===== config.mk =====
export PLATFORM = sky130hd
export DESIGN_NAME = shifting_queue_with_search
export DESIGN_NICKNAME = d
export VERILOG_FILES = /design/src/design/sqs_pkg.sv /design/src/design/sqs_cell.sv /design/src/design/sqs_scan.sv /design/src/design/shifting_queue_with_search.sv
export SDC_FILE = /design/constraint.sdc
export NUM_CORES = 2
export LEC_CHECK = 0
export BUFFER_PORTS_ARGS = -buffer_cell sky130_fd_sc_hd__buf_2
export CAP_MARGIN = 20
export CORE_ASPECT_RATIO = 0.75
export CORE_MARGIN = 3
export CORE_UTILIZATION = 58
export CTS_CLUSTER_SIZE = 10
export DETAILED_ROUTE_END_ITERATION = 6
export HOLD_SLACK_MARGIN = 0.15
export PLACE_DENSITY = 0.75
export SLEW_MARGIN = 20
export SYNTH_ARGS = -nofsm -noshare
export SYNTH_HDL_FRONTEND = slang
export SYNTH_SLANG_ARGS = --single-unit

===== constraint.sdc =====
create_clock -name clk -period 4.35 [get_ports clk]
set_clock_uncertainty 0.15 [all_clocks]
set_input_delay 0.2175 -clock clk [delete_from_list [all_inputs] [get_ports clk]]
set_output_delay 0.2175 -clock clk [all_outputs]
set_load 0.03 [all_outputs]

===== src/design/sqs_pkg.sv =====
package sqs_pkg;

	localparam int CAP_W      = 7;
	localparam int FUNC_W     = 3;
	localparam int VALUE_W    = 32;
	localparam int STATUS_W   = 2;
	localparam int POS_W      = 6;
	localparam int ENTRIES_W  = 7;
	localparam int SCAN_CHUNK = 8;

	localparam logic [CAP_W-1:0] CAP_RESET = 7'd64;

	localparam logic [FUNC_W-1:0] FN_ENQ    = 3'd0;
	localparam logic [FUNC_W-1:0] FN_DEQ    = 3'd1;
	localparam logic [FUNC_W-1:0] FN_PEEK   = 3'd2;
	localparam logic [FUNC_W-1:0] FN_CLEAR  = 3'd3;
	localparam logic [FUNC_W-1:0] FN_SEARCH = 3'd4;

	localparam logic [STATUS_W-1:0] ST_OK    = 2'd0;
	localparam logic [STATUS_W-1:0] ST_FULL  = 2'd1;
	localparam logic [STATUS_W-1:0] ST_EMPTY = 2'd2;
	localparam logic [STATUS_W-1:0] ST_MISS  = 2'd3;

	typedef struct packed {
		logic [FUNC_W-1:0]         func;
		logic signed [VALUE_W-1:0] value;
	} req_t;

	typedef struct packed {
		logic [STATUS_W-1:0]       status;
		logic signed [VALUE_W-1:0] read_value;
		logic [POS_W-1:0]          found_position;
		logic [ENTRIES_W-1:0]      entries_held;
		logic                      is_empty;
		logic                      is_full;
	} rsp_t;

	typedef struct packed {
		logic busy;
		logic hit;
		logic last;
	} scan_st_t;

endpackage


===== src/design/sqs_cell.sv =====
module sqs_cell #(
	parameter int WORD_BITS = 32
) (
	input  logic                 clk,
	input  logic                 load,
	input  logic                 shift,
	input  logic [WORD_BITS-1:0] load_word,
	input  logic [WORD_BITS-1:0] next_word,
	input  logic [WORD_BITS-1:0] key,
	input  logic                 live,
	output logic [WORD_BITS-1:0] word,
	output logic                 match
);
	logic [WORD_BITS-1:0] word_q;

	always_ff @(posedge clk) begin
		if (load) begin
			word_q <= load_word;
		end else if (shift) begin
			word_q <= next_word;
		end
	end

	assign word  = word_q;
	assign match = live && (word_q == key);

endmodule


===== src/design/sqs_scan.sv =====
module sqs_scan #(
	parameter int DEPTH = 64
) (
	input  logic                                    clk,
	input  logic                                    arst_n,
	input  logic                                    start,
	input  logic [DEPTH-1:0]                        match,
	input  logic [$clog2(DEPTH+1)-1:0]              count,
	input  logic                                    finish,
	output sqs_pkg::scan_st_t                       st,
	output logic [((DEPTH > 1) ? $clog2(DEPTH) : 1)-1:0] pos
);
	import sqs_pkg::*;

	localparam int CW  = $clog2(DEPTH+1);
	localparam int PW  = (DEPTH > 1) ? $clog2(DEPTH) : 1;
	localparam int NCH = (DEPTH + SCAN_CHUNK - 1) / SCAN_CHUNK;
	localparam int VW  = NCH * SCAN_CHUNK;
	localparam int BW  = $clog2(VW+1);
	localparam int SW  = ((BW > CW) ? BW : CW) + 1;
	localparam int EW  = $clog2(SCAN_CHUNK);

	logic [VW-1:0] vec_q;
	logic [BW-1:0] base_q;
	logic          busy_q;
	logic [EW-1:0] enc;
	logic          hit;
	logic          last;

	// lowest set bit of the chunk at the head of the vector
	always_comb begin
		enc = '0;
		for (int j = SCAN_CHUNK-1; j >= 0; j--) begin
			if (vec_q[j]) enc = EW'(j);
		end
	end

	assign hit  = |vec_q[SCAN_CHUNK-1:0];
	assign last = (SW'(base_q) + SW'(SCAN_CHUNK)) >= SW'(count);

	always_ff @(posedge clk or negedge arst_n) begin
		if (!arst_n) begin
			busy_q <= 1'b0;
		end else if (start) begin
			busy_q <= 1'b1;
		end else if (busy_q && (hit || last) && finish) begin
			busy_q <= 1'b0;
		end
	end

	always_ff @(posedge clk) begin
		if (start) begin
			vec_q  <= VW'(match);
			base_q <= '0;
		end else if (busy_q && !hit && !last) begin
			// advance one chunk toward the head
			vec_q  <= vec_q >> SCAN_CHUNK;
			base_q <= base_q + BW'(SCAN_CHUNK);
		end
	end

	assign st.busy = busy_q;
	assign st.hit  = hit;
	assign st.last = last;
	assign pos     = PW'(base_q + BW'(enc));

endmodule


===== src/design/shifting_queue_with_search.sv =====
// Channel   Direction  Handshake              Payload
// cfg       in         cfg_we (no wait)       cfg_wdata: capacity
// req       in         req_valid / req_ready  req: func, value
// rsp       out        rsp_valid / rsp_ready  rsp: status, read_value, found_position,
//                                             entries_held, is_empty, is_full
//
// For enqueue, dequeue, peek, clear and unused codes the cells load or shift in
// parallel and the result goes straight to the response register.
// For search the cells compare in parallel and the match vector is registered, then
// walked eight positions a cycle from the head until a hit or the last chunk.
// Reset clears the count, the capacity (to 64) and the response register; no clearing pass.
// A stalled response holds the next request back; one request is in flight at a time.
module shifting_queue_with_search #(
	parameter int DEPTH     = 64,
	parameter int WORD_BITS = 32
) (
	input  logic                      clk,
	input  logic                      arst_n,
	input  logic                      cfg_we,
	input  logic [sqs_pkg::CAP_W-1:0] cfg_wdata,
	input  logic                      req_valid,
	output logic                      req_ready,
	input  sqs_pkg::req_t             req,
	output logic                      rsp_valid,
	input  logic                      rsp_ready,
	output sqs_pkg::rsp_t             rsp
);
	import sqs_pkg::*;

	localparam int CW   = $clog2(DEPTH+1);
	localparam int PW   = (DEPTH > 1) ? $clog2(DEPTH) : 1;
	localparam int CMPW = (CW > CAP_W) ? CW : CAP_W;

	typedef enum logic {S_IDLE, S_SCAN} state_t;

	state_t               state_q;
	logic [CAP_W-1:0]     cap_q;
	logic [CW-1:0]        count_q;
	logic [CW-1:0]        count_nxt;
	rsp_t                 rsp_q;
	rsp_t                 rsp_nxt;
	logic                 rsp_valid_q;
	logic                 rsp_free;
	logic                 accept;
	logic                 full_now;
	logic                 enq_ok;
	logic                 deq_ok;
	logic                 scan_start;
	logic                 scan_finish;
	scan_st_t             scan_st;
	logic [PW-1:0]        scan_pos;
	logic [WORD_BITS-1:0] key;
	logic [WORD_BITS-1:0] words [DEPTH];
	logic [DEPTH-1:0]     match;

	function automatic logic full_of(input logic [CW-1:0] cnt, input logic [CAP_W-1:0] cap);
		return (cnt == CW'(DEPTH)) || (CMPW'(cnt) >= CMPW'(cap));
	endfunction

	assign key       = WORD_BITS'($unsigned(req.value));
	assign rsp_free  = !rsp_valid_q || rsp_ready;
	assign req_ready = (state_q == S_IDLE) && rsp_free;
	assign accept    = req_valid && req_ready;
	assign full_now  = full_of(count_q, cap_q);
	assign enq_ok    = accept && (req.func == FN_ENQ) && !full_now;
	assign deq_ok    = accept && (req.func == FN_DEQ) && (count_q != '0);

	for (genvar i = 0; i < DEPTH; i++) begin : g_cell
		logic [WORD_BITS-1:0] next_word;
		if (i == DEPTH-1) begin : g_tail
			assign next_word = words[i];
		end else begin : g_mid
			assign next_word = words[i+1];
		end
		sqs_cell #(.WORD_BITS(WORD_BITS)) u_cell (
			.clk      (clk),
			.load     (enq_ok && (count_q == CW'(i))),
			.shift    (deq_ok),
			.load_word(key),
			.next_word(next_word),
			.key      (key),
			.live     (count_q > CW'(i)),
			.word     (words[i]),
			.match    (match[i])
		);
	end

	assign scan_start  = accept && (req.func == FN_SEARCH);
	assign scan_finish = (state_q == S_SCAN) && scan_st.busy &&
		(scan_st.hit || scan_st.last) && rsp_free;

	sqs_scan #(.DEPTH(DEPTH)) u_scan (
		.clk   (clk),
		.arst_n(arst_n),
		.start (scan_start),
		.match (match),
		.count (count_q),
		.finish(scan_finish),
		.st    (scan_st),
		.pos   (scan_pos)
	);

	always_comb begin
		count_nxt              = count_q;
		rsp_nxt                = '0;
		rsp_nxt.status         = ST_OK;
		case (req.func)
			FN_ENQ: begin
				if (full_now) rsp_nxt.status = ST_FULL;
				else count_nxt = count_q + CW'(1);
			end
			FN_DEQ: begin
				if (count_q == '0) begin
					rsp_nxt.status = ST_EMPTY;
				end else begin
					rsp_nxt.read_value = VALUE_W'(words[0]);
					count_nxt          = count_q - CW'(1);
				end
			end
			FN_PEEK: begin
				if (count_q == '0) rsp_nxt.status = ST_EMPTY;
				else rsp_nxt.read_value = VALUE_W'(words[0]);
			end
			FN_CLEAR: count_nxt = '0;
			default: ;
		endcase
		rsp_nxt.entries_held = ENTRIES_W'(count_nxt);
		rsp_nxt.is_empty     = (count_nxt == '0);
		rsp_nxt.is_full      = full_of(count_nxt, cap_q);
	end

	always_ff @(posedge clk or negedge arst_n) begin
		if (!arst_n) begin
			cap_q <= CAP_RESET;
		end else if (cfg_we) begin
			cap_q <= cfg_wdata;
		end
	end

	always_ff @(posedge clk or negedge arst_n) begin
		if (!arst_n) begin
			state_q     <= S_IDLE;
			count_q     <= '0;
			rsp_q       <= '0;
			rsp_valid_q <= 1'b0;
		end else begin
			unique case (state_q)
				S_IDLE: begin
					if (accept && (req.func != FN_SEARCH)) begin
						count_q     <= count_nxt;
						rsp_q       <= rsp_nxt;
						rsp_valid_q <= 1'b1;
					end else begin
						if (accept) state_q <= S_SCAN;
						if (rsp_ready) rsp_valid_q <= 1'b0;
					end
				end
				S_SCAN: begin
					if (scan_finish) begin
						rsp_q.status         <= scan_st.hit ? ST_OK : ST_MISS;
						rsp_q.read_value     <= '0;
						rsp_q.found_position <= scan_st.hit ? POS_W'(scan_pos) : '0;
						rsp_q.entries_held   <= ENTRIES_W'(count_q);
						rsp_q.is_empty       <= (count_q == '0);
						rsp_q.is_full        <= full_now;
						rsp_valid_q          <= 1'b1;
						state_q              <= S_IDLE;
					end else if (rsp_ready) begin
						rsp_valid_q <= 1'b0;
					end
				end
				default: state_q <= S_IDLE;
			endcase
		end
	end

	assign rsp       = rsp_q;
	assign rsp_valid = rsp_valid_q;

endmodule


==> impl_metrics.prom <==
# TYPE chip_impl_metric gauge
chip_impl_metric{name="power_leakage",unit="nW"} 43.3
chip_impl_metric{name="hpwl",unit="um"} 255000
chip_impl_info{name="clock_tree_from_tritoncts",value="done"} 1
chip_impl_metric{name="cts_made_buffers",unit=""} 246
chip_impl_metric{name="max_slew.worst_pin.slew",unit="ns"} 1.23
chip_impl_metric{name="synth_nets",unit=""} 8595
chip_impl_metric{name="worst_relative_slew_slack",unit="%"} 17.5
chip_impl_info{name="layout_common_cells",value="sky130_fd_sc_hd__edfxtp_1 (2,112), sky130_fd_sc_hd__mux2_2 (1,873), sky130_fd_sc_hd__xnor2_1 (1,453)"} 1
chip_impl_metric{name="period_minus_ws_final",unit="ns"} 4.24
chip_impl_metric{name="final_antenna_net_count",unit=""} 0
chip_impl_metric{name="post_synth.cell_area_avg",unit="sq um"} 13.7
chip_impl_metric{name="pin_count_of_the_biggest_net_entering_global_routing",unit=""} 90
chip_impl_metric{name="tns",unit="ns"} 0
chip_impl_metric{name="yosys_warnings",unit=""} 0
chip_impl_metric{name="postPlaceCellArea",unit="sq um"} 123000
chip_impl_metric{name="rows",unit=""} 141
chip_impl_metric{name="slew_viol_final",unit=""} 0
chip_impl_metric{name="yosys_register_bits",unit=""} 2182
chip_impl_metric{name="ioPinCount",unit=""} 98
chip_impl_info{name="synth_flop_cell",value="sky130_fd_sc_hd__edfxtp_1"} 1
chip_impl_metric{name="drt_initial_violations",unit=""} 11641
chip_impl_metric{name="grt_pass1_vias",unit=""} 72776
chip_impl_metric{name="hold_viol_final",unit=""} 0
chip_impl_metric{name="cts_max_path_buffers",unit=""} 4
chip_impl_info{name="setup.worst_path.start_class",value="flip-flop"} 1
chip_impl_info{name="critical_path.endpoint_type",value="flip-flop"} 1
chip_impl_metric{name="grt_first_pass_wirelength",unit="um"} 524000
chip_impl_metric{name="vias_per_cell",unit=""} 6.49
chip_impl_metric{name="reg2reg_depth",unit=""} 11
chip_impl_metric{name="synth.yosys.seq_area_share",unit="%"} 55.8
chip_impl_metric{name="grt_remaining_overflow",unit=""} 0
chip_impl_metric{name="clkLatencyLatePin",unit="ns"} 0.89
chip_impl_metric{name="min_delay_path_depth",unit=""} 5
chip_impl_metric{name="peakVddDrop",unit="uV"} 322
chip_impl_metric{name="areaGrowthSynthToFinish",unit="%"} 11.5
chip_impl_metric{name="antenna_violations_before_repair",unit=""} 16
chip_impl_metric{name="finish.instance_area",unit="sq um"} 130000
chip_impl_metric{name="postSynthCellCount",unit=""} 8525
chip_impl_info{name="cts-root-buf",value="sky130_fd_sc_hd__clkbuf_16"} 1
chip_impl_metric{name="timing.critical_path.required",unit="ns"} 4.79
chip_impl_metric{name="die_y",unit="um"} 395
chip_impl_metric{name="post_drt_wl_per_cell",unit="um"} 31.7
chip_impl_metric{name="synth_cell_types",unit=""} 66
chip_impl_metric{name="p_per_cell_area",unit="nW/um^2"} 392
chip_impl_metric{name="cts_sinks",unit=""} 2182
chip_impl_metric{name="dp_cells",unit=""} 11066
chip_impl_metric{name="groute.usage.overall",unit="%"} 34.6
chip_impl_metric{name="synth_edf_count",unit=""} 2112
chip_impl_info{name="worstSetupPathType",value="reg2reg"} 1
chip_impl_metric{name="cap_viol_max_count",unit=""} 0
chip_impl_metric{name="core_outline_area",unit="sq um"} 198000
chip_impl_metric{name="arrival",unit="ns"} 4.68
chip_impl_metric{name="initial_utilization",unit="%"} 58.8
chip_impl_metric{name="gp_routability_congestion",unit=""} 0.965
chip_impl_info{name="hp-class",value="in2reg"} 1
chip_impl_metric{name="drc_errors",unit=""} 0
chip_impl_metric{name="final-instance-count-excl-fill",unit=""} 11470
chip_impl_metric{name="async_flop_share",unit="%"} 3.02
chip_impl_metric{name="timing.critical_path.fanout_max",unit=""} 8
chip_impl_metric{name="layout_worst_path_cycle_share",unit="%"} 97.4
chip_impl_metric{name="post_synth_instance_area",unit="sq um"} 117000
chip_impl_metric{name="ctsHtreeMaxLevel",unit=""} 4
chip_impl_metric{name="drt_wl_total",unit="um"} 363000
chip_impl_metric{name="drtPass1Iterations",unit=""} 6
chip_impl_metric{name="die_x",unit="um"} 524
chip_impl_metric{name="hold_slack",unit="ns"} 0.214
chip_impl_info{name="run_status",value="finished clean"} 1
chip_impl_metric{name="area_of_the_die",unit="sq um"} 207000
chip_impl_metric{name="clk_pin_slew_worst_paths",unit="ns"} 0.06
chip_impl_metric{name="final_nets",unit=""} 8809
chip_impl_metric{name="port_buffers",unit=""} 97
chip_impl_info{name="mostFrequentLayoutCell",value="sky130_fd_sc_hd__edfxtp_1"} 1
chip_impl_metric{name="finalSetupViolCount",unit=""} 0
chip_impl_info{name="rsz0062_at_grt",value="false"} 1
chip_impl_metric{name="detailroute.via_count",unit=""} 74422
chip_impl_metric{name="fraction_of_layout_cells_with_a_size_suffix_above_1",unit="%"} 31.7
chip_impl_metric{name="achievable-frequency",unit="MHz"} 236
-- sequential cells by signal, summed over array words and instances (netlist names) --
signal,flops
g_cell.u_cell.word,2048
u_scan.vec_q,64
rsp,49
cap_q,7
count_q,7
u_scan.base_q,4
rsp_valid,1
state_q,1
u_scan.busy_q,1
-- timing repair --
item | 4_1_cts | 5_1_grt
hold buffers | 70 | 0
resized for setup | 0 | 1
buffers inserted | 0 | 0
hold endpoints to repair | 894 | 0
endpoints found under the setup margin | 0 | 1
-- stage by stage --
step	power (mW)	worst slack, ns	utilization, %
finish	51.0	0.113	65.6
global route	52.3	0.0963	65.6
CTS	50.9	0.137	65.6
detailed placement	32.8	0.194	61.9
global placement	32.7	0.188	61.9
floorplan	29.0	0.0374	-
-- logic make-up (layout without fill, tap and decap cells) --
group | count (synthesis) | in the layout | share of synthesized area (%)
DFF | 2182 | 2182 | 55.8
adders and majority gates | 23 | 23 | 0.246
buffers and inverters | 733 | 1021 | 2.49
muxes | 1937 | 1937 | 18.7
and+or+nand+nor | 1281 | 1281 | 5.79
xor gates and xnor gates | 2052 | 2052 | 15.4
AOI/OAI and AO/OA | 317 | 317 | 1.63
other | 0 | 12 | 0
-- where the power goes --
group          internal [mW]  switching, mW  total, mW
logic                   2.56           5.47       8.03
registers               24.0          0.676       24.6
clock network           10.1           8.21       18.3
total                   36.6           14.4       51.0
-- worst paths after layout --
| kind | startpoint | to | slack, ns |
|---|---|---|---|
| worst min register to register | rsp[30] | rsp[30] | 0.32 |
| min in group asynchronous | arst_n | rsp[37] | 0.29 |
| worst max register to register | cap_q[6] | g_cell[48].u_cell.word[1] | 0.11 |
| max in group asynchronous | arst_n | u_scan.busy_q | 3.22 |
| worst min-delay path | rsp_ready | rsp_valid | 0.21 |
| worst max-delay path | cap_q[6] | g_cell[48].u_cell.word[1] | 0.11 |
-- cell type report --
cell class / count / area, sq um
Fill cell: 14349 / 68300
Sequential cell: 2182 / 65200
Multi-Input combinational cell: 5610 / 48800
Clock buffer: 311 / 6420
Timing Repair Buffer: 681 / 6240
Tap cell: 2645 / 3310
Clock inverter: 11 / 126
Inverter: 18 / 68.8
Antenna cell: 12 / 30.0
-- critical path, stage by stage, from the launching register on --
cell and delay (ns):
sky130_fd_sc_hd__dfstp_2 0.51, sky130_fd_sc_hd__inv_1 0.06, sky130_fd_sc_hd__ha_1 0.33, sky130_fd_sc_hd__a21oi_1 0.24, sky130_fd_sc_hd__o21ai_0 0.30, sky130_fd_sc_hd__a211oi_4 0.43, sky130_fd_sc_hd__nand3_2 0.35, sky130_fd_sc_hd__buf_4 0.27
sky130_fd_sc_hd__nor2_4 0.35, sky130_fd_sc_hd__nand2_1 0.29, sky130_fd_sc_hd__nand2_1 0.40, sky130_fd_sc_hd__buf_4 0.25
-- cell usage after synthesis (all sizes together) (4+ instances only) --
cell type,n,area [sq um]
a2111oi,14,123
a211oi,12,103
a21oi,39,195
a221oi,8,70.1
a31oi,6,37.5
a32o,4,40.0
and2,9,56.3
and3,12,80.1
buf,214,961
clkbuf,501,1880
dfrtp,65,1630
dfxtp,4,80.1
edfxtp,2112,63400
ha,23,288
inv,15,56.3
mux2,1928,21700
mux2i,9,90.1
nand2,437,1640
nand3,57,375
nand4,420,2630
nor2,61,244
nor2b,6,37.5
nor3,43,215
nor4,219,1370
o2111ai,10,87.6
o211ai,5,37.5
o21a,5,37.5
o21ai,188,941
o31ai,5,37.5
or3,6,37.5
xnor2,1453,12700
xor2,599,5250
-- layer usage --
metal	track usage (%)	up-vias	part of all wire, %	wire length [um]
li1	-	31692	-	-
met1	52.5	37695	42	153000
met2	48.8	4461	42	154000
met3	8.58	572	12	44000
met4	10.8	2	3.5	12800
met5	0.396	-	0.031	113
No activity file was read; power rests on OpenSTA's default activity.
